**config.mk**
```make
export PLATFORM = sky130hd
export DESIGN_NAME = lfu_lru_tiebreak_replacement
export DESIGN_NICKNAME = d
export VERILOG_FILES = /design/src/rtl/lltr_pkg.sv /design/src/rtl/lfu_lru_tiebreak_replacement.sv /design/src/rtl/lltr_cell.sv
export SDC_FILE = /design/constraint.sdc
export NUM_CORES = 2
export LEC_CHECK = 0
export BUFFER_PORTS_ARGS = -buffer_cell sky130_fd_sc_hd__buf_2
export CORE_MARGIN = 3
export CORE_UTILIZATION = 55
export DETAILED_ROUTE_END_ITERATION = 16
export PLACE_DENSITY = 0.76
export SLEW_MARGIN = 10
export SYNTH_ARGS = -nofsm -noshare
export SYNTH_HDL_FRONTEND = slang
export SYNTH_SLANG_ARGS = --single-unit
```
**constraint.sdc**
```tcl
create_clock -name clk -period 2.8 [get_ports clk]
set_clock_uncertainty 0.05 [all_clocks]
set_input_delay 0.28 -clock clk [delete_from_list [all_inputs] [get_ports clk]]
set_output_delay 0.28 -clock clk [all_outputs]
set_load 0.05 [all_outputs]
```
**src/rtl/lltr_pkg.sv**
```systemverilog
// lltr_pkg: shared types and constants for the lfu/lru replacement block
// holds the operation codes, the per-cell update command and port widths
// no dependencies
`default_nettype none

package lltr_pkg;

	// default sizes for the top level parameters
	localparam int WAYS_DEF       = 8;
	localparam int COUNT_BITS_DEF = 16;
	localparam int TIME_BITS_DEF  = 32;

	// fixed field widths of the streams
	localparam int WAY_W     = 3;
	localparam int NOW_W     = 32;
	localparam int MASK_W    = 8;
	localparam int S_TDATA_W = 48;
	localparam int M_TDATA_W = 8;

	// operation codes
	typedef enum logic [1:0] {
		FN_INVAL  = 2'd0,
		FN_TOUCH  = 2'd1,
		FN_INSERT = 2'd2,
		FN_FIND   = 2'd3
	} func_t;

	// update command handed to one cell
	typedef struct packed {
		logic             sel;
		func_t            func;
		logic [NOW_W-1:0] now;
	} upd_t;

endpackage

`default_nettype wire

```
**src/rtl/lfu_lru_tiebreak_replacement.sv**
```systemverilog
// lfu_lru_tiebreak_replacement: lfu replacement state for one cache set with lru tie-break
// top level: stream ports, control and a chain of lltr_cell, one per way
// depends on lltr_pkg and lltr_cell
//
// usage
//   s_* carries one operation per item: invalidate, touch, insert or find victim.
//   m_* returns exactly one result item per accepted item, in order.
//   invalidate, touch and insert update the addressed way at the accepting edge
//   and give their result (victim 0, no_candidate 0) in the cycle after; one such
//   item can be taken every cycle while m_tready is high.
//   find victim sends a search token down the chain of way cells, one cell per
//   cycle, and the result register is loaded when the token leaves the last cell;
//   s_tready stays low while the search runs.
//   results wait in an output register; while it is full and m_tready is low
//   no new item is taken.
//   reset clears all counts and times to zero and empties the output register.
`default_nettype none

module lfu_lru_tiebreak_replacement #(
	parameter int WAYS       = lltr_pkg::WAYS_DEF,
	parameter int COUNT_BITS = lltr_pkg::COUNT_BITS_DEF,
	parameter int TIME_BITS  = lltr_pkg::TIME_BITS_DEF
) (
	input  wire                                clk,
	input  wire                                arst_n,
	input  wire                                s_tvalid,
	output logic                               s_tready,
	// func[1:0], way[4:2], now[36:5], candidate_mask[44:37], zero fill
	input  wire  [lltr_pkg::S_TDATA_W-1:0]     s_tdata,
	output logic                               m_tvalid,
	input  wire                                m_tready,
	// victim_way[2:0], no_candidate[3], zero fill
	output logic [lltr_pkg::M_TDATA_W-1:0]     m_tdata
);

	localparam int IDX_W = (WAYS > 1) ? $clog2(WAYS) : 1;

	lltr_pkg::func_t                 in_func;
	logic [lltr_pkg::WAY_W-1:0]      in_way;
	logic [lltr_pkg::NOW_W-1:0]      in_now;
	logic [lltr_pkg::MASK_W-1:0]     in_mask;
	logic                            accept;

	logic                            busy_q;
	logic                            launch_q;
	logic [lltr_pkg::MASK_W-1:0]     mask_q;
	logic                            out_valid_q;
	logic [lltr_pkg::WAY_W-1:0]      victim_q;
	logic                            empty_q;

	logic [WAYS-1:0]                 cand;
	logic                            tok_l   [WAYS+1];
	logic                            found_l [WAYS+1];
	logic [COUNT_BITS-1:0]           cnt_l   [WAYS+1];
	logic [TIME_BITS-1:0]            time_l  [WAYS+1];
	logic [IDX_W-1:0]                idx_l   [WAYS+1];
	logic [WAYS-1:0]                 tok_w;

	// unpack the input item
	assign in_func = lltr_pkg::func_t'(s_tdata[1:0]);
	assign in_way  = s_tdata[4:2];
	assign in_now  = s_tdata[36:5];
	assign in_mask = s_tdata[44:37];

	assign s_tready = !busy_q && (!out_valid_q || m_tready);
	assign accept   = s_tvalid && s_tready;

	// control: search launch, busy flag and result register
	always_ff @(posedge clk or negedge arst_n) begin
		if (!arst_n) begin
			busy_q      <= 1'b0;
			launch_q    <= 1'b0;
			out_valid_q <= 1'b0;
		end else begin
			launch_q <= accept && (in_func == lltr_pkg::FN_FIND);
			if (accept) begin
				if (in_func == lltr_pkg::FN_FIND) begin
					busy_q      <= 1'b1;
					out_valid_q <= 1'b0;
				end else begin
					out_valid_q <= 1'b1;
				end
			end else if (tok_l[WAYS]) begin
				busy_q      <= 1'b0;
				out_valid_q <= 1'b1;
			end else if (m_tready) begin
				out_valid_q <= 1'b0;
			end
		end
	end

	// result payload and query mask
	always_ff @(posedge clk) begin
		if (accept) begin
			mask_q   <= in_mask;
			victim_q <= '0;
			empty_q  <= 1'b0;
		end else if (tok_l[WAYS]) begin
			victim_q <= found_l[WAYS] ? lltr_pkg::WAY_W'(idx_l[WAYS]) : '0;
			empty_q  <= !found_l[WAYS];
		end
	end

	assign m_tvalid = out_valid_q;
	assign m_tdata  = {4'b0, empty_q, victim_q};

	// head of the search chain
	assign tok_l[0]   = launch_q;
	assign found_l[0] = 1'b0;
	assign cnt_l[0]   = '0;
	assign time_l[0]  = '0;
	assign idx_l[0]   = '0;

	// one cell per way
	for (genvar i = 0; i < WAYS; i++) begin : g_cell
		lltr_pkg::upd_t upd;

		if (i < lltr_pkg::MASK_W) begin : g_mask
			assign cand[i] = mask_q[i];
		end else begin : g_nomask
			assign cand[i] = 1'b0;
		end

		assign upd.sel  = accept && (in_func != lltr_pkg::FN_FIND) &&
			(32'(in_way) == i);
		assign upd.func = in_func;
		assign upd.now  = in_now;

		lltr_cell #(
			.COUNT_BITS (COUNT_BITS),
			.TIME_BITS  (TIME_BITS),
			.IDX_W      (IDX_W),
			.IDX        (i)
		) u_cell (
			.clk      (clk),
			.arst_n   (arst_n),
			.upd      (upd),
			.cand     (cand[i] && tok_l[i]),
			.tok_in   (tok_l[i]),
			.found_in (found_l[i]),
			.cnt_in   (cnt_l[i]),
			.time_in  (time_l[i]),
			.idx_in   (idx_l[i]),
			.tok_s1   (tok_l[i+1]),
			.found_s1 (found_l[i+1]),
			.cnt_s1   (cnt_l[i+1]),
			.time_s1  (time_l[i+1]),
			.idx_s1   (idx_l[i+1])
		);

		assign tok_w[i] = tok_l[i+1];
	end

`ifndef SYNTHESIS
	// at most one search token in flight
	a_one_token: assert property (@(posedge clk) disable iff (!arst_n)
		$countones({tok_w, launch_q}) <= 1)
		else $error("more than one search token in the chain");

	// no token outside a search
	a_token_busy: assert property (@(posedge clk) disable iff (!arst_n)
		!busy_q |-> (tok_w == '0) && !launch_q)
		else $error("search token while not busy");

	// the result register is free while a search runs
	a_out_free: assert property (@(posedge clk) disable iff (!arst_n)
		busy_q |-> !out_valid_q)
		else $error("result pending during a search");

	// a search ends in a result and clears the busy flag
	a_search_done: assert property (@(posedge clk) disable iff (!arst_n)
		tok_l[WAYS] |=> out_valid_q && !busy_q)
		else $error("search finished without a result");
`endif

endmodule

`default_nettype wire

```
**src/rtl/lltr_cell.sv**
```systemverilog
// lltr_cell: one way of the set, holding its reference count and touch time
// also one stage of the victim search chain, passing the best way so far on
// depends on lltr_pkg
`default_nettype none

module lltr_cell #(
	parameter int COUNT_BITS = lltr_pkg::COUNT_BITS_DEF,
	parameter int TIME_BITS  = lltr_pkg::TIME_BITS_DEF,
	parameter int IDX_W      = 3,
	parameter int IDX        = 0
) (
	input  wire                   clk,
	input  wire                   arst_n,
	input  wire lltr_pkg::upd_t   upd,
	input  wire                   cand,
	input  wire                   tok_in,
	input  wire                   found_in,
	input  wire  [COUNT_BITS-1:0] cnt_in,
	input  wire  [TIME_BITS-1:0]  time_in,
	input  wire  [IDX_W-1:0]      idx_in,
	output logic                  tok_s1,
	output logic                  found_s1,
	output logic [COUNT_BITS-1:0] cnt_s1,
	output logic [TIME_BITS-1:0]  time_s1,
	output logic [IDX_W-1:0]      idx_s1
);

	logic [COUNT_BITS-1:0] cnt_q;
	logic [TIME_BITS-1:0]  time_q;
	logic                  take;

	// replacement state of this way
	always_ff @(posedge clk or negedge arst_n) begin
		if (!arst_n) begin
			cnt_q  <= '0;
			time_q <= '0;
		end else if (upd.sel) begin
			unique case (upd.func)
				lltr_pkg::FN_INVAL: begin
					cnt_q  <= '0;
					time_q <= '0;
				end
				lltr_pkg::FN_TOUCH: begin
					if (cnt_q != '1) begin
						cnt_q <= cnt_q + COUNT_BITS'(1);
					end
					time_q <= TIME_BITS'(upd.now);
				end
				lltr_pkg::FN_INSERT: begin
					cnt_q  <= COUNT_BITS'(1);
					time_q <= TIME_BITS'(upd.now);
				end
				lltr_pkg::FN_FIND: begin
				end
				default: begin
				end
			endcase
		end
	end

	// this way beats the best so far: lower count, then older time
	assign take = cand && (!found_in || (cnt_q < cnt_in) ||
		((cnt_q == cnt_in) && (time_q < time_in)));

	// search token
	always_ff @(posedge clk or negedge arst_n) begin
		if (!arst_n) begin
			tok_s1 <= 1'b0;
		end else begin
			tok_s1 <= tok_in;
		end
	end

	// best way so far, handed to the next cell
	always_ff @(posedge clk) begin
		found_s1 <= found_in | cand;
		if (take) begin
			cnt_s1  <= cnt_q;
			time_s1 <= time_q;
			idx_s1  <= IDX_W'(IDX);
		end else begin
			cnt_s1  <= cnt_in;
			time_s1 <= time_in;
			idx_s1  <= idx_in;
		end
	end

endmodule

`default_nettype wire
```
==> summary.md <==
| Metric | Value |
|---|---|
| Post-Synthesis Cells | 3673 |
| Cell family with most CP delay | simple AND/OR/NAND/NOR gates |
| Setup violators final | 244 |
| Most instantiated library cell after synthesis | o21ai_0 |
| Die area | 0.0688 sq mm |
| CTS tree | yes |
| Vias in the first global route | 27700 |
| Vias | ~28000 |
| Top cell by count, worst path | buf_12 |
| DR vias/cell | 5.85 |
| Power share of the sequential group | 41.4% |
| Type of the worst min-delay path | in -> reg |
| Total power draw | 32.8 mW |
| Clock share of power | 34.8% |
| Violated checks | negative setup slack |
| CP startpoint | g_cell[6].u_cell.time_q[27] |
| Post-Route WL | between 90 and 100 mm |
| Req. time, crit path | 3.25 ns |
| Cell area power density | 740 mW/mm^2 |
| Cell chain of the critical path | ha_4 -> nand4_1 -> or4_4 -> nor4_4 -> o41ai_4 -> nand3_2 -> a21oi_4 -> buf_12 -> buf_8 -> buf_12 -> mux2_4 |
| CTS root buf | clkbuf_16 |
| Max-slew violations | 0 |
| CP endpoint kind | flip-flop |
| Global-route wire length before repair | approximately 150 mm |
| Initial antenna violation count | 0 |
| Hold Startpoint | s_tdata[5] |
| CP bufs+invs | 3 |
| Hold Slack | between 0.08 and 0.09 ns |
| Yosys top cell area share | 27.4% |
| F_max | between 300 and 400 MHz |
| Dpl hpwl | 62.8 mm |
| Top cells by area, synth | dfrtp_1 27%, dfxtp_1 20%, ha_1 12% |
| Seq cells post-synth | 768 |
| Max transition margin | 39.1% |
| Peak VDD IR | 0.588 mV |
| Top Ports | 62 |
| Combinational Power Share | approximately a quarter |
| First-pass detailed-route iteration total | 9 |
| Final Cell Area | 0.0443 sq mm |
| RR Startpoint | g_cell[6].u_cell.time_q[27] |
| Placeable Area | 0.0647 sq mm |
| Number of enable flip-flop cells after synthesis | 8 |
| Dpl ws | -0.426 ns |
| Fraction of registers with async set/reset | 51.4% |
| CTS sink cnt | 768 |
| Max Cap Violations | 0 |
| H-tree depth | 3 |
| Post-route DRC | 0 |
| Antenna Nets Post-Route | 0 |
| CP max-delay cell | or4_4 |
| Final layout net count | about 4300 |
| Filler cells | 4565 |
| P_leak | 19.8 nW |
| Post-synth top area cell | dfrtp_1 |
| Net Sw Frac | 30.5% |
| GPL Wtd Cong | 0.894 |
| NetSw | 10.0 mW |
| Synth cell count leaders | 476 x o21ai_0, 438 x nand2_1, 395 x dfrtp_1 |
| DR WL/cell | 20.3 um |
| Register area share after synthesis | 48.2% |
| Min Tclk post-route | ~3 ns |
| Critical Path Source Type | flip-flop |
| Largest net degree at the start of global routing | slightly below 70 |
| Synthesized area | 0.0361 sq mm |
| Unrepaired setup endpoints after global routing | true |
| Critical path class | reg -> reg |
| TritonCTS Buffers | 81 |
| Final Hold Vio Count | 0 |
| Initial core utilization | about 56% |
| Yosys warns | 0 |
| Max clock buf depth | 3 |
| Overall routing resource usage | a little over a quarter |
| I/O Buffers | 54 |
| Syn-to-layout area delta | 22.7% |
| Crit Path Max Fanout | 6 |
| Fraction of layout cells with a size suffix above 1 | 22.1% |
| Total grt overflow | 0 |
| Clock Latency Late Sink | approximately 0.64 ns |
| Count of cell types in the netlist | 68 |
| Worst EP arrival | around 3.5 ns |
| Die Y | 262 um |
| N_diodes | 0 |
| Tcrit/Tclk final | 107% |
| Prevailing post-synth register cell | dfrtp_1 |
| Die width | 262 um |
| Internal power | between 20 and 25 mW |
| Final setup margin | -0.200 ns |
| Status | complete, but fails checks |
| Num rows | 93 |
| Worst Tran Pin Value | 0.911 ns |
| Starting DRT DRC Count | 2667 |
| Clock Pin Slew Worst Setup and Hold Paths | about 0.06 ns |
| Area after DPL | 0.0387 sq mm |
| Mapped Avg Cell Area | roughly 9.8 sq um |
| Worst path max stage delay | ~0.56 ns |
[state kept, by name (all words and copies together) (netlist names)]
register                cells
victim_q                    3
m_tvalid                    1
g_cell.u_cell.time_s1     224
g_cell.u_cell.cnt_q       128
g_cell.u_cell.found_s1      8
busy_q                      1
empty_q                     1
cand                        8
g_cell.u_cell.cnt_s1      112
g_cell.u_cell.time_q      256
launch_q                    1
g_cell.u_cell.idx_s1       17
g_cell.u_cell.tok_s1        8
[area by class of cell]
| cell class | count | area (sq um) | area share [%] |
|---|---|---|---|
| clock buffers | 114 | 2360 | 5.32 |
| clock inverters | 36 | 477 | 1.08 |
| inverters | 354 | 1330 | 3.00 |
| multi-input cells | 2415 | 18400 | 41.4 |
| flip-flops and latches | 768 | 17500 | 39.4 |
| well taps | 855 | 1070 | 2.41 |
| repair buffers | 327 | 3260 | 7.36 |
[power by group through the flow]
stage | Clock [mW] | Sequential, mW | Combinational [mW]
finish | 11.4 | 13.6 | 7.80
global route | 12.0 | 13.7 | 8.65
CTS | 11.5 | 13.5 | 7.06
detailed placement | 0 | 13.7 | 6.54
global placement | 0 | 13.6 | 6.27
floorplan | 0 | 13.4 | 4.37
[tightest hold or removal path, cell delays in order]
cell and delay, ns:
buf_2 0.09, nand2_1 0.22, o21ai_0 0.12
[timing repair]
item                                    in CTS  in global routing
endpoints found under the setup margin     274                315
pin swaps                                   41                 34
hold buffers                                 9                  0
gates cloned                                13                 19
buffers inserted                            30                 16
resized for setup                          103                267
hold endpoints to repair                    56                  0
[kinds of logic (layout without fill, tap and decap cells)]
| group | after synthesis | after routing | share of synthesized area [%] |
|---|---|---|---|
| compound gates | 812 | 812 | 12.8 |
| xor+xnor | 9 | 9 | 0.218 |
| flops | 768 | 768 | 48.2 |
| mux | 288 | 288 | 9.06 |
| buf+inv | 493 | 831 | 5.34 |
| fa+ha+maj | 342 | 342 | 11.8 |
| simple gates | 960 | 960 | 12.5 |
| other cells | 1 | 4 | 0.0104 |
[cells in the final DEF (no fill, tap or decap), types with 13 or more instances in the layout]
cell,Yosys,final
a211oi_1,19,19
a21o_1,35,35
a21oi_1,126,123
a31oi_1,31,31
and2_1,13,13
and3_1,86,86
buf_12,0,27
buf_2,33,53
buf_4,6,195
clkbuf_1,94,17
clkbuf_16,0,99
clkinv_2,0,19
dfrtp_1,395,393
dfxtp_1,365,336
dfxtp_2,0,28
ha_1,342,310
ha_4,0,31
inv_1,354,353
mux2_2,276,84
mux2_4,9,202
nand2_1,438,421
nand2_2,0,16
nand2b_1,28,28
nand3_1,94,87
nand4_1,72,72
nor2_1,137,134
nor3_1,24,23
o211ai_1,15,15
o21ai_0,476,472
o31ai_1,42,39
o41ai_1,19,15
[stage by stage]
| stage | std cells | util (%) | TNS [ns] |
|---|---|---|---|
| final | 4869 | 68.5 | -23.86 |
| after global routing | 4869 | 68.5 | -44.52 |
| after CTS | 4837 | 65.9 | -5.50 |
| after detailed placement | 4636 | 59.7 | -46.22 |
| after global placement | 4636 | 59.7 | -38.25 |
| after floorplan | 3676 | - | 0 |
[worst paths after layout]
path,endpoint,slack (ns),cells after the start
setup / recovery,g_cell[6].u_cell.time_s1[12],-0.20,11
max in group asynchronous,g_cell[5].u_cell.cnt_q[5],1.69,3
min in group asynchronous,g_cell[1].u_cell.cnt_q[6],0.17,2
hold / removal,g_cell[7].u_cell.time_q[0],0.09,3
hold reg to reg,g_cell[6].u_cell.tok_s1,0.32,0
setup reg to reg,g_cell[6].u_cell.time_s1[12],-0.20,11
[layer usage]
layer	vias to the layer above	track usage, %	wire, um	share of wire [%]
li1	13300	-	-	-
met1	13800	35.0	41500	42
met2	1024	44.4	47100	48
met3	254	3.62	6480	6.5
met4	0	10.2	3890	3.9
met5	-	0	0	0
Power figures use the tool's default switching activity.
